[config.mk]
export PLATFORM = sky130hd
export DESIGN_NAME = ordered_key_list_engine_unit
export DESIGN_NICKNAME = d
export VERILOG_FILES = /design/src/rtl/okle_pkg.sv /design/src/rtl/ordered_key_list_engine_unit.sv
export SDC_FILE = /design/constraint.sdc
export NUM_CORES = 2
export LEC_CHECK = 0
export ABC_AREA = 1
export BUFFER_PORTS_ARGS = -buffer_cell sky130_fd_sc_hd__buf_2
export CAP_MARGIN = 10
export CORE_UTILIZATION = 45
export DETAILED_ROUTE_END_ITERATION = 6
export GPL_TIMING_DRIVEN = 1
export SYNTH_ARGS = -nofsm -noshare
export SYNTH_HDL_FRONTEND = slang
export SYNTH_SLANG_ARGS = --single-unit
[constraint.sdc]
create_clock -name clk -period 8.3 [get_ports clk]
set_clock_uncertainty 0.05 [all_clocks]
set_input_delay 0.415 -clock clk [delete_from_list [all_inputs] [get_ports clk]]
set_output_delay 0.415 -clock clk [all_outputs]
set_load 0.02 [all_outputs]
[src/rtl/okle_pkg.sv]
// Package: shared types, codes and defaults of the ordered key list engine.
`timescale 1ns / 1ps
`default_nettype none
package okle_pkg;

    localparam int OKLE_CAPACITY = 64;
    localparam int OKLE_KEY_BITS = 32;
    localparam logic [6:0] OKLE_LIMIT_RESET = 7'd64;

    localparam logic [2:0] CMD_INSERT    = 3'd0;
    localparam logic [2:0] CMD_INSERT_AT = 3'd1;
    localparam logic [2:0] CMD_DELETE_AT = 3'd2;
    localparam logic [2:0] CMD_DELETE    = 3'd3;
    localparam logic [2:0] CMD_FIND      = 3'd4;
    localparam logic [2:0] CMD_BFIND     = 3'd5;
    localparam logic [2:0] CMD_SORT      = 3'd6;
    localparam logic [2:0] CMD_READ      = 3'd7;

    localparam logic [2:0] ST_OK         = 3'd0;
    localparam logic [2:0] ST_FULL       = 3'd1;
    localparam logic [2:0] ST_EMPTY      = 3'd2;
    localparam logic [2:0] ST_NOT_FOUND  = 3'd3;
    localparam logic [2:0] ST_NOT_SORTED = 3'd4;

    typedef struct packed {
        logic [2:0]  cmd;
        logic [31:0] key;
        logic [7:0]  position;
    } okle_req_t;

    typedef struct packed {
        logic [2:0]  status;
        logic [6:0]  found_position;
        logic [31:0] read_key;
        logic [6:0]  entry_count;
    } okle_rsp_t;

    typedef enum logic [4:0] {
        S_IDLE,
        S_START,
        S_LOC_RD,
        S_LOC_CMP,
        S_RM_RD,
        S_RM_WR,
        S_INS_PREP,
        S_INS_RD,
        S_INS_WR,
        S_SC_RD,
        S_SC_A,
        S_SC_B,
        S_BS_RD,
        S_BS_CMP,
        S_SO_OUT,
        S_SO_MIN0,
        S_SO_IN,
        S_SO_CMP,
        S_SO_SW1,
        S_SO_SW2,
        S_SO_SW3,
        S_RD_RD,
        S_RD_DATA,
        S_FINISH
    } okle_state_t;

endpackage
`default_nettype wire

[src/rtl/ordered_key_list_engine_unit.sv]
// Top level: ordered key list engine, one key memory with a read port and a write port under a command sequencer.
`timescale 1ns / 1ps
`default_nettype none
//
// Channel  | Signals                          | Direction | Transaction
// ---------+----------------------------------+-----------+-----------------------------
// req      | req_valid, req_ready, req        | in        | one command (cmd,key,position)
// rsp      | rsp_valid, rsp_ready, rsp        | out       | one result per command
// cfg      | cfg_valid, cfg_ready, cfg_data   | in        | write of list_limit
//
// Each command walks the key memory through its single read port and single
// write port, one entry at a time: find and delete scan linearly, insert first
// removes a duplicate, binary find first checks the order, and sort is a selection
// sort. Reset clears count and sets the limit to 64; the key memory is not cleared.
// A new command is taken only while the sequencer is idle; a result that waits
// on rsp_ready holds the sequencer in its last step.
//
module ordered_key_list_engine_unit
    import okle_pkg::*;
#(
    parameter int CAPACITY = OKLE_CAPACITY,
    parameter int KEY_BITS = OKLE_KEY_BITS
)(
    input  wire logic      clk,
    input  wire logic      rst_n,
    input  wire logic      req_valid,
    output logic           req_ready,
    input  wire okle_req_t req,
    output logic           rsp_valid,
    input  wire logic      rsp_ready,
    output okle_rsp_t      rsp,
    input  wire logic      cfg_valid,
    output logic           cfg_ready,
    input  wire logic [6:0] cfg_data
);

    localparam int IW = $clog2(CAPACITY);
    localparam int CW = $clog2(CAPACITY + 1);
    localparam int WW = (CW > 8) ? CW + 1 : 9;

    // key memory
    logic [KEY_BITS-1:0] mem [CAPACITY];
    logic [KEY_BITS-1:0] rdata_reg;
    logic [IW-1:0]       rd_addr;
    logic [IW-1:0]       wr_addr;
    logic [KEY_BITS-1:0] wr_data;
    logic                wr_en;

    always_ff @(posedge clk)
    begin
        if (wr_en)
        begin
            mem[wr_addr] <= wr_data;
        end
        rdata_reg <= mem[rd_addr];
    end

    okle_state_t         state_reg, state_next;
    logic [CW-1:0]       cnt_reg, cnt_next;
    logic [CW-1:0]       i_reg, i_next;
    logic [CW-1:0]       j_reg, j_next;
    logic [CW-1:0]       m_reg, m_next;
    logic [2:0]          cmd_reg, cmd_next;
    logic [KEY_BITS-1:0] key_reg, key_next;
    logic [7:0]          pos_reg, pos_next;
    logic [KEY_BITS-1:0] minv_reg, minv_next;
    logic [KEY_BITS-1:0] tv_reg, tv_next;
    logic [2:0]          st_reg, st_next;
    logic [6:0]          fpos_reg, fpos_next;
    logic [31:0]         rkey_reg, rkey_next;
    logic [6:0]          lim_reg;
    okle_rsp_t           out_reg, out_next;
    logic                ov_reg, ov_next;

    // widened views for compares against position and limit
    logic [WW-1:0] cnt_w, pos_w, lim_w, p_w;
    logic [CW-1:0] mid;

    always_comb
    begin
        cnt_w = WW'(cnt_reg);
        pos_w = WW'(pos_reg);
        lim_w = WW'(lim_reg);
        if (lim_w == '0)
        begin
            lim_w = WW'(1);
        end
        if (lim_w > WW'(CAPACITY))
        begin
            lim_w = WW'(CAPACITY);
        end
        p_w = (pos_w == '0) ? WW'(1) : pos_w;
        mid = i_reg + ((j_reg - i_reg) >> 1);
    end

    assign cfg_ready = 1'b1;

    always_ff @(posedge clk or negedge rst_n)
    begin
        if (!rst_n)
        begin
            lim_reg <= OKLE_LIMIT_RESET;
        end
        else if (cfg_valid)
        begin
            lim_reg <= cfg_data;
        end
    end

    always_ff @(posedge clk or negedge rst_n)
    begin
        if (!rst_n)
        begin
            state_reg <= S_IDLE;
            cnt_reg   <= '0;
            ov_reg    <= 1'b0;
        end
        else
        begin
            state_reg <= state_next;
            cnt_reg   <= cnt_next;
            ov_reg    <= ov_next;
        end
    end

    always_ff @(posedge clk)
    begin
        i_reg    <= i_next;
        j_reg    <= j_next;
        m_reg    <= m_next;
        cmd_reg  <= cmd_next;
        key_reg  <= key_next;
        pos_reg  <= pos_next;
        minv_reg <= minv_next;
        tv_reg   <= tv_next;
        st_reg   <= st_next;
        fpos_reg <= fpos_next;
        rkey_reg <= rkey_next;
        out_reg  <= out_next;
    end

    assign req_ready = (state_reg == S_IDLE);
    assign rsp_valid = ov_reg;
    assign rsp       = out_reg;

    always_comb
    begin
        state_next = state_reg;
        cnt_next   = cnt_reg;
        i_next     = i_reg;
        j_next     = j_reg;
        m_next     = m_reg;
        cmd_next   = cmd_reg;
        key_next   = key_reg;
        pos_next   = pos_reg;
        minv_next  = minv_reg;
        tv_next    = tv_reg;
        st_next    = st_reg;
        fpos_next  = fpos_reg;
        rkey_next  = rkey_reg;
        out_next   = out_reg;
        ov_next    = ov_reg && !rsp_ready;
        rd_addr    = i_reg[IW-1:0];
        wr_addr    = i_reg[IW-1:0];
        wr_data    = rdata_reg;
        wr_en      = 1'b0;

        unique case (state_reg)
            S_IDLE:
            begin
                if (req_valid)
                begin
                    cmd_next   = req.cmd;
                    key_next   = KEY_BITS'(req.key);
                    pos_next   = req.position;
                    state_next = S_START;
                end
            end

            S_START:
            begin
                st_next   = ST_OK;
                fpos_next = '0;
                rkey_next = '0;
                i_next    = '0;
                if (cmd_reg == CMD_INSERT || cmd_reg == CMD_INSERT_AT)
                begin
                    if (cnt_w >= lim_w)
                    begin
                        st_next    = ST_FULL;
                        state_next = S_FINISH;
                    end
                    else
                    begin
                        state_next = S_LOC_RD;
                    end
                end
                else if (cnt_reg == '0)
                begin
                    st_next    = ST_EMPTY;
                    state_next = S_FINISH;
                end
                else
                begin
                    case (cmd_reg) inside
                        CMD_DELETE_AT:
                        begin
                            if (pos_w == '0 || pos_w > cnt_w)
                            begin
                                st_next    = ST_NOT_FOUND;
                                state_next = S_FINISH;
                            end
                            else
                            begin
                                i_next     = CW'(pos_w - WW'(1));
                                state_next = S_RM_RD;
                            end
                        end
                        CMD_DELETE, CMD_FIND: state_next = S_LOC_RD;
                        CMD_BFIND:            state_next = S_SC_RD;
                        CMD_SORT:             state_next = S_SO_OUT;
                        default:
                        begin
                            if (pos_w == '0 || pos_w > cnt_w)
                            begin
                                st_next    = ST_NOT_FOUND;
                                state_next = S_FINISH;
                            end
                            else
                            begin
                                state_next = S_RD_RD;
                            end
                        end
                    endcase
                end
            end

            // linear search for key_reg
            S_LOC_RD:
            begin
                if (i_reg == cnt_reg)
                begin
                    if (cmd_reg == CMD_INSERT || cmd_reg == CMD_INSERT_AT)
                    begin
                        state_next = S_INS_PREP;
                    end
                    else
                    begin
                        st_next    = ST_NOT_FOUND;
                        state_next = S_FINISH;
                    end
                end
                else
                begin
                    rd_addr    = i_reg[IW-1:0];
                    state_next = S_LOC_CMP;
                end
            end

            S_LOC_CMP:
            begin
                if (rdata_reg == key_reg)
                begin
                    if (cmd_reg == CMD_FIND)
                    begin
                        fpos_next  = 7'(i_reg + 1'b1);
                        state_next = S_FINISH;
                    end
                    else
                    begin
                        state_next = S_RM_RD;
                    end
                end
                else
                begin
                    i_next     = i_reg + 1'b1;
                    state_next = S_LOC_RD;
                end
            end

            // close the gap at i_reg
            S_RM_RD:
            begin
                if ((i_reg + 1'b1) >= cnt_reg)
                begin
                    cnt_next = cnt_reg - 1'b1;
                    if (cmd_reg == CMD_INSERT || cmd_reg == CMD_INSERT_AT)
                    begin
                        state_next = S_INS_PREP;
                    end
                    else
                    begin
                        state_next = S_FINISH;
                    end
                end
                else
                begin
                    rd_addr    = IW'(i_reg + 1'b1);
                    state_next = S_RM_WR;
                end
            end

            S_RM_WR:
            begin
                wr_en      = 1'b1;
                wr_addr    = i_reg[IW-1:0];
                i_next     = i_reg + 1'b1;
                state_next = S_RM_RD;
            end

            S_INS_PREP:
            begin
                i_next = cnt_reg;
                if (cmd_reg == CMD_INSERT || p_w > cnt_w + WW'(1))
                begin
                    j_next = cnt_reg;
                end
                else
                begin
                    j_next = CW'(p_w - WW'(1));
                end
                state_next = S_INS_RD;
            end

            // open a slot at j_reg, shifting from the tail down
            S_INS_RD:
            begin
                if (i_reg == j_reg)
                begin
                    wr_en      = 1'b1;
                    wr_addr    = j_reg[IW-1:0];
                    wr_data    = key_reg;
                    cnt_next   = cnt_reg + 1'b1;
                    state_next = S_FINISH;
                end
                else
                begin
                    rd_addr    = IW'(i_reg - 1'b1);
                    state_next = S_INS_WR;
                end
            end

            S_INS_WR:
            begin
                wr_en      = 1'b1;
                wr_addr    = i_reg[IW-1:0];
                i_next     = i_reg - 1'b1;
                state_next = S_INS_RD;
            end

            // strictly ascending check
            S_SC_RD:
            begin
                if ((i_reg + 1'b1) >= cnt_reg)
                begin
                    i_next     = '0;
                    j_next     = cnt_reg;
                    st_next    = ST_NOT_FOUND;
                    state_next = S_BS_RD;
                end
                else
                begin
                    rd_addr    = i_reg[IW-1:0];
                    state_next = S_SC_A;
                end
            end

            S_SC_A:
            begin
                tv_next    = rdata_reg;
                rd_addr    = IW'(i_reg + 1'b1);
                state_next = S_SC_B;
            end

            S_SC_B:
            begin
                if (!(tv_reg < rdata_reg))
                begin
                    st_next    = ST_NOT_SORTED;
                    state_next = S_FINISH;
                end
                else
                begin
                    i_next     = i_reg + 1'b1;
                    state_next = S_SC_RD;
                end
            end

            // binary search over [i_reg, j_reg)
            S_BS_RD:
            begin
                if (i_reg >= j_reg)
                begin
                    state_next = S_FINISH;
                end
                else
                begin
                    m_next     = mid;
                    rd_addr    = mid[IW-1:0];
                    state_next = S_BS_CMP;
                end
            end

            S_BS_CMP:
            begin
                if (rdata_reg == key_reg)
                begin
                    st_next    = ST_OK;
                    fpos_next  = 7'(m_reg + 1'b1);
                    state_next = S_FINISH;
                end
                else
                begin
                    if (key_reg < rdata_reg)
                    begin
                        j_next = m_reg;
                    end
                    else
                    begin
                        i_next = m_reg + 1'b1;
                    end
                    state_next = S_BS_RD;
                end
            end

            // selection sort
            S_SO_OUT:
            begin
                if ((i_reg + 1'b1) >= cnt_reg)
                begin
                    state_next = S_FINISH;
                end
                else
                begin
                    m_next     = i_reg;
                    j_next     = i_reg + 1'b1;
                    rd_addr    = i_reg[IW-1:0];
                    state_next = S_SO_MIN0;
                end
            end

            S_SO_MIN0:
            begin
                minv_next  = rdata_reg;
                state_next = S_SO_IN;
            end

            S_SO_IN:
            begin
                if (j_reg >= cnt_reg)
                begin
                    state_next = S_SO_SW1;
                end
                else
                begin
                    rd_addr    = j_reg[IW-1:0];
                    state_next = S_SO_CMP;
                end
            end

            S_SO_CMP:
            begin
                if (rdata_reg < minv_reg)
                begin
                    minv_next = rdata_reg;
                    m_next    = j_reg;
                end
                j_next     = j_reg + 1'b1;
                state_next = S_SO_IN;
            end

            S_SO_SW1:
            begin
                rd_addr    = i_reg[IW-1:0];
                state_next = S_SO_SW2;
            end

            S_SO_SW2:
            begin
                wr_en      = 1'b1;
                wr_addr    = m_reg[IW-1:0];
                state_next = S_SO_SW3;
            end

            S_SO_SW3:
            begin
                wr_en      = 1'b1;
                wr_addr    = i_reg[IW-1:0];
                wr_data    = minv_reg;
                i_next     = i_reg + 1'b1;
                state_next = S_SO_OUT;
            end

            S_RD_RD:
            begin
                rd_addr    = IW'(pos_w - WW'(1));
                state_next = S_RD_DATA;
            end

            S_RD_DATA:
            begin
                rkey_next  = 32'(rdata_reg);
                state_next = S_FINISH;
            end

            S_FINISH:
            begin
                if (!ov_reg || rsp_ready)
                begin
                    out_next.status         = st_reg;
                    out_next.found_position = fpos_reg;
                    out_next.read_key       = rkey_reg;
                    out_next.entry_count    = 7'(cnt_reg);
                    ov_next                 = 1'b1;
                    state_next              = S_IDLE;
                end
            end

            default:
            begin
                state_next = S_IDLE;
            end
        endcase
    end

endmodule
`default_nettype wire
==> summary.md <==
| Metric | Value |
|---|---|
| Final period utilization | 0.861 |
| Worst r2r dst | rdata_reg[15] |
| R2r setup slk | about 1200 ps |
| Most numerous cell in the Yosys netlist | nand2_1 |
| Vias in the first global route | roughly 68000 |
| CP Data Required Time | 9010 ps |
| First-pass GRT wire length | between 400 and 500 mm |
| Layout fillers | approximately 20000 |
| Post-synth ARST share | 0.00862 |
| Via density | 5.67 |
| Synthesis warning total | 0 |
| Syn Nets | between 9000 and 10000 |
| Total clock sinks | 2319 |
| Std cell rows | about 170 |
| Met1 usage | 0.377 |
| Clock buffer depth | 3 |
| GR met3 Demand/Resource | 0.0441 |
| Residual DRC | 0 |
| Sequential area share after synthesis | 0.675 |
| Share of cells above drive strength 1 | 0.0788 |
| Overall Global Routing Usage | 0.272 |
| Avg WL per Cell | between 20 and 30 um |
| Netlist area before placement | roughly 100000 sq um |
| RSZ-0062 raised after global routing | false |
| Cell Area, Placed | approximately 110000 sq um |
| Post-CTS Resized | 0 |
| Hold Path End | key_reg[2] |
| Initial DRC Count | 8653 |
| Hold Crit Class | primary input to flip-flop |
| GRT overflow | 0 |
| Fmax | ~140 MHz |
| Post-CTS Setup Bufs | 0 |
| Final WL | 316 mm |
| Final setup vio count | 0 |
| Worst Tran Pin Value | 1380 ps |
| Initial Utilization | 0.455 |
| Clock latency on the worst-skew pair | 910 ps |
| CTS tree | built |
| Register-to-Register Path Depth | 20 |
| Die width | roughly 480 um |
| Port bufs | 105 |
| DP Wirelength | ~170 mm |
| Relative slew margins | 0.0810 |
| Die H | between 400 and 500 um |
| Max-Cap Viols | 0 |
| CP Class | flip-flop to flip-flop |
| Hold Worst Slack | between 150 and 200 ps |
| Status | finished clean |
| Slew Limit Fails | 0 |
| Largest fanout on the critical path | 85 |
| Fin nets | 9616 |
| Post-synth EDFFs | approximately 2300 |
| Biggest register | mem |
| Synth unique cells | 50 |
| Min Tclk post-route | around 7100 ps |
| Dominant cell type by area after synthesis | edfxtp_1 |
| Hold Fails Final Rpt | 0 |
| RePlAce Congestion | roughly 0.9 |
| Syn avg cell area | 11.0 sq um |
| Cells after synthesis | around 9400 |
| Die footprint | around 230000 sq um |
| Finished Cell Area | roughly 120000 sq um |
| Hold Buf Count CTS | 65 |
| Max reg flops | roughly 2000 |
| CP Data Arrival Time | 7850 ps |
| Post-route setup TNS | 0 ps |
| Core ar. | 226000 sq um |
| Largest net degree at the start of global routing | between 150 and 200 |
| Top-area cell type share of the netlist area | 0.663 |
| Busiest grt layer | met2 |
| CTS root buf | clkbuf_16 |
| Hold_sp | req[10] |
| Pre-antenna DRT Iters | 6 |
| Commonest cells post-synth | nand2_1 (2641), edfxtp_1 (2267), nand3_1 (1800) |
| Worst r2r src | i_reg[4] |
| Grt met2 use | 0.427 |
| Number of I/O pins | between 100 and 150 |
| H-Tree Depth | 4 |
| Dominant cells by area after synthesis | edfxtp_1 (66%), nand2_1 (9.7%), nand3_1 (8.8%) |
| Hold Path Cell Cnt | 2 |
| CTS clk-pin slew, worst paths | 60 ps |
| Register bit total from synthesis | about 2300 |
| Synth Flop Type | edfxtp_1 |
| CP startpoint kind | flip-flop |
| Antenna violations before repair | 7 |
| Crit path capture type | flip-flop |
| Detail Route Antenna Nets | 0 |
| Via count | approximately 71000 |
| Area Overhead vs Synth | 12.4% |
| CTS Buf Count | approximately 240 |
## how the worst max path moves through the flow
| stage | start | to | cells after the start |
|---|---|---|---|
| 2_1_floorplan | i_reg[3] | mem[32][0] | 14 |
| 6_report | i_reg[4] | rdata_reg[15] | 20 |
| 4_1_cts | i_reg[5] | rdata_reg[15] | 20 |
| 3_5_place_dp | i_reg[4] | rdata_reg[15] | 20 |
| 3_3_place_gp | i_reg[4] | rdata_reg[15] | 20 |
| 5_1_grt | i_reg[4] | rdata_reg[22] | 20 |
## per-layer routing
layer,vias to the layer above,share of wire
met5,-,0.000092
met4,4,0.041
met3,550,0.088
met2,3409,0.46
met1,35000,0.41
li1,32400,-
## area by class of cell
type                            count  area, sq um  share of cell area
Sequential cell                  2319        69200               0.600
Timing Repair Buffer              354         2920              0.0253
Clock buffer                      320         6330              0.0549
Antenna cell                        2         5.00           0.0000434
Multi-Input combinational cell   5679        28700               0.249
Clock inverter                    121         1260              0.0110
Tap cell                         2992         3740              0.0325
Inverter                          812         3080              0.0267
## worst max-delay path: stages, from the launching register on
cell      delay (ps)
edfxtp_1         550
clkinv_1         420
ha_1             520
nand2_1           80
nor2_1           230
nand2_2          220
nor2_2           140
buf_4            460
inv_1            340
nand2_1          480
nor3_2           110
inv_2            150
a21oi_4           80
buf_12           230
inv_8            620
buf_4            850
nand3_1          160
nand3_1          140
nand3_1          330
nand3_1          570
nand2_1          130
## metrics by stage
stage	cells	utilization	setup slack (ps)
2_1_floorplan	9361	-	2300
3_3_place_gp	12100	0.474	1230
3_5_place_dp	12100	0.474	1250
4_1_cts	12600	0.510	1230
5_1_grt	12600	0.511	975
6_report	12600	0.511	1150
## cells by family (layout without fill, tap and decap cells)
logic type      Yosys count  after routing  synth area share
buf+inv                1363           1607            0.0547
flops                  2319           2319             0.675
other cells               1              3         0.0000365
simple gates           5177           5177             0.230
compound gates          306            306            0.0180
xor+xnor                 31             31           0.00265
fa+ha+maj               160            160            0.0197
mux                       4              4          0.000439
## placed cells by master, fill, tap and decap left out, types with 73 or more instances in the layout
cell,synthesis,layout
nand2_1,2641,2639
edfxtp_1,2267,2267
nand3_1,1800,1800
inv_1,794,793
nand3b_1,453,453
clkbuf_16,0,236
ha_1,157,157
buf_4,17,155
nor2_1,195,136
buf_2,340,105
a21oi_1,97,94
clkbuf_1,156,73
Power is not shown: default switching activity piles up to over one toggle a cycle in this logic, so the estimate is an artifact.
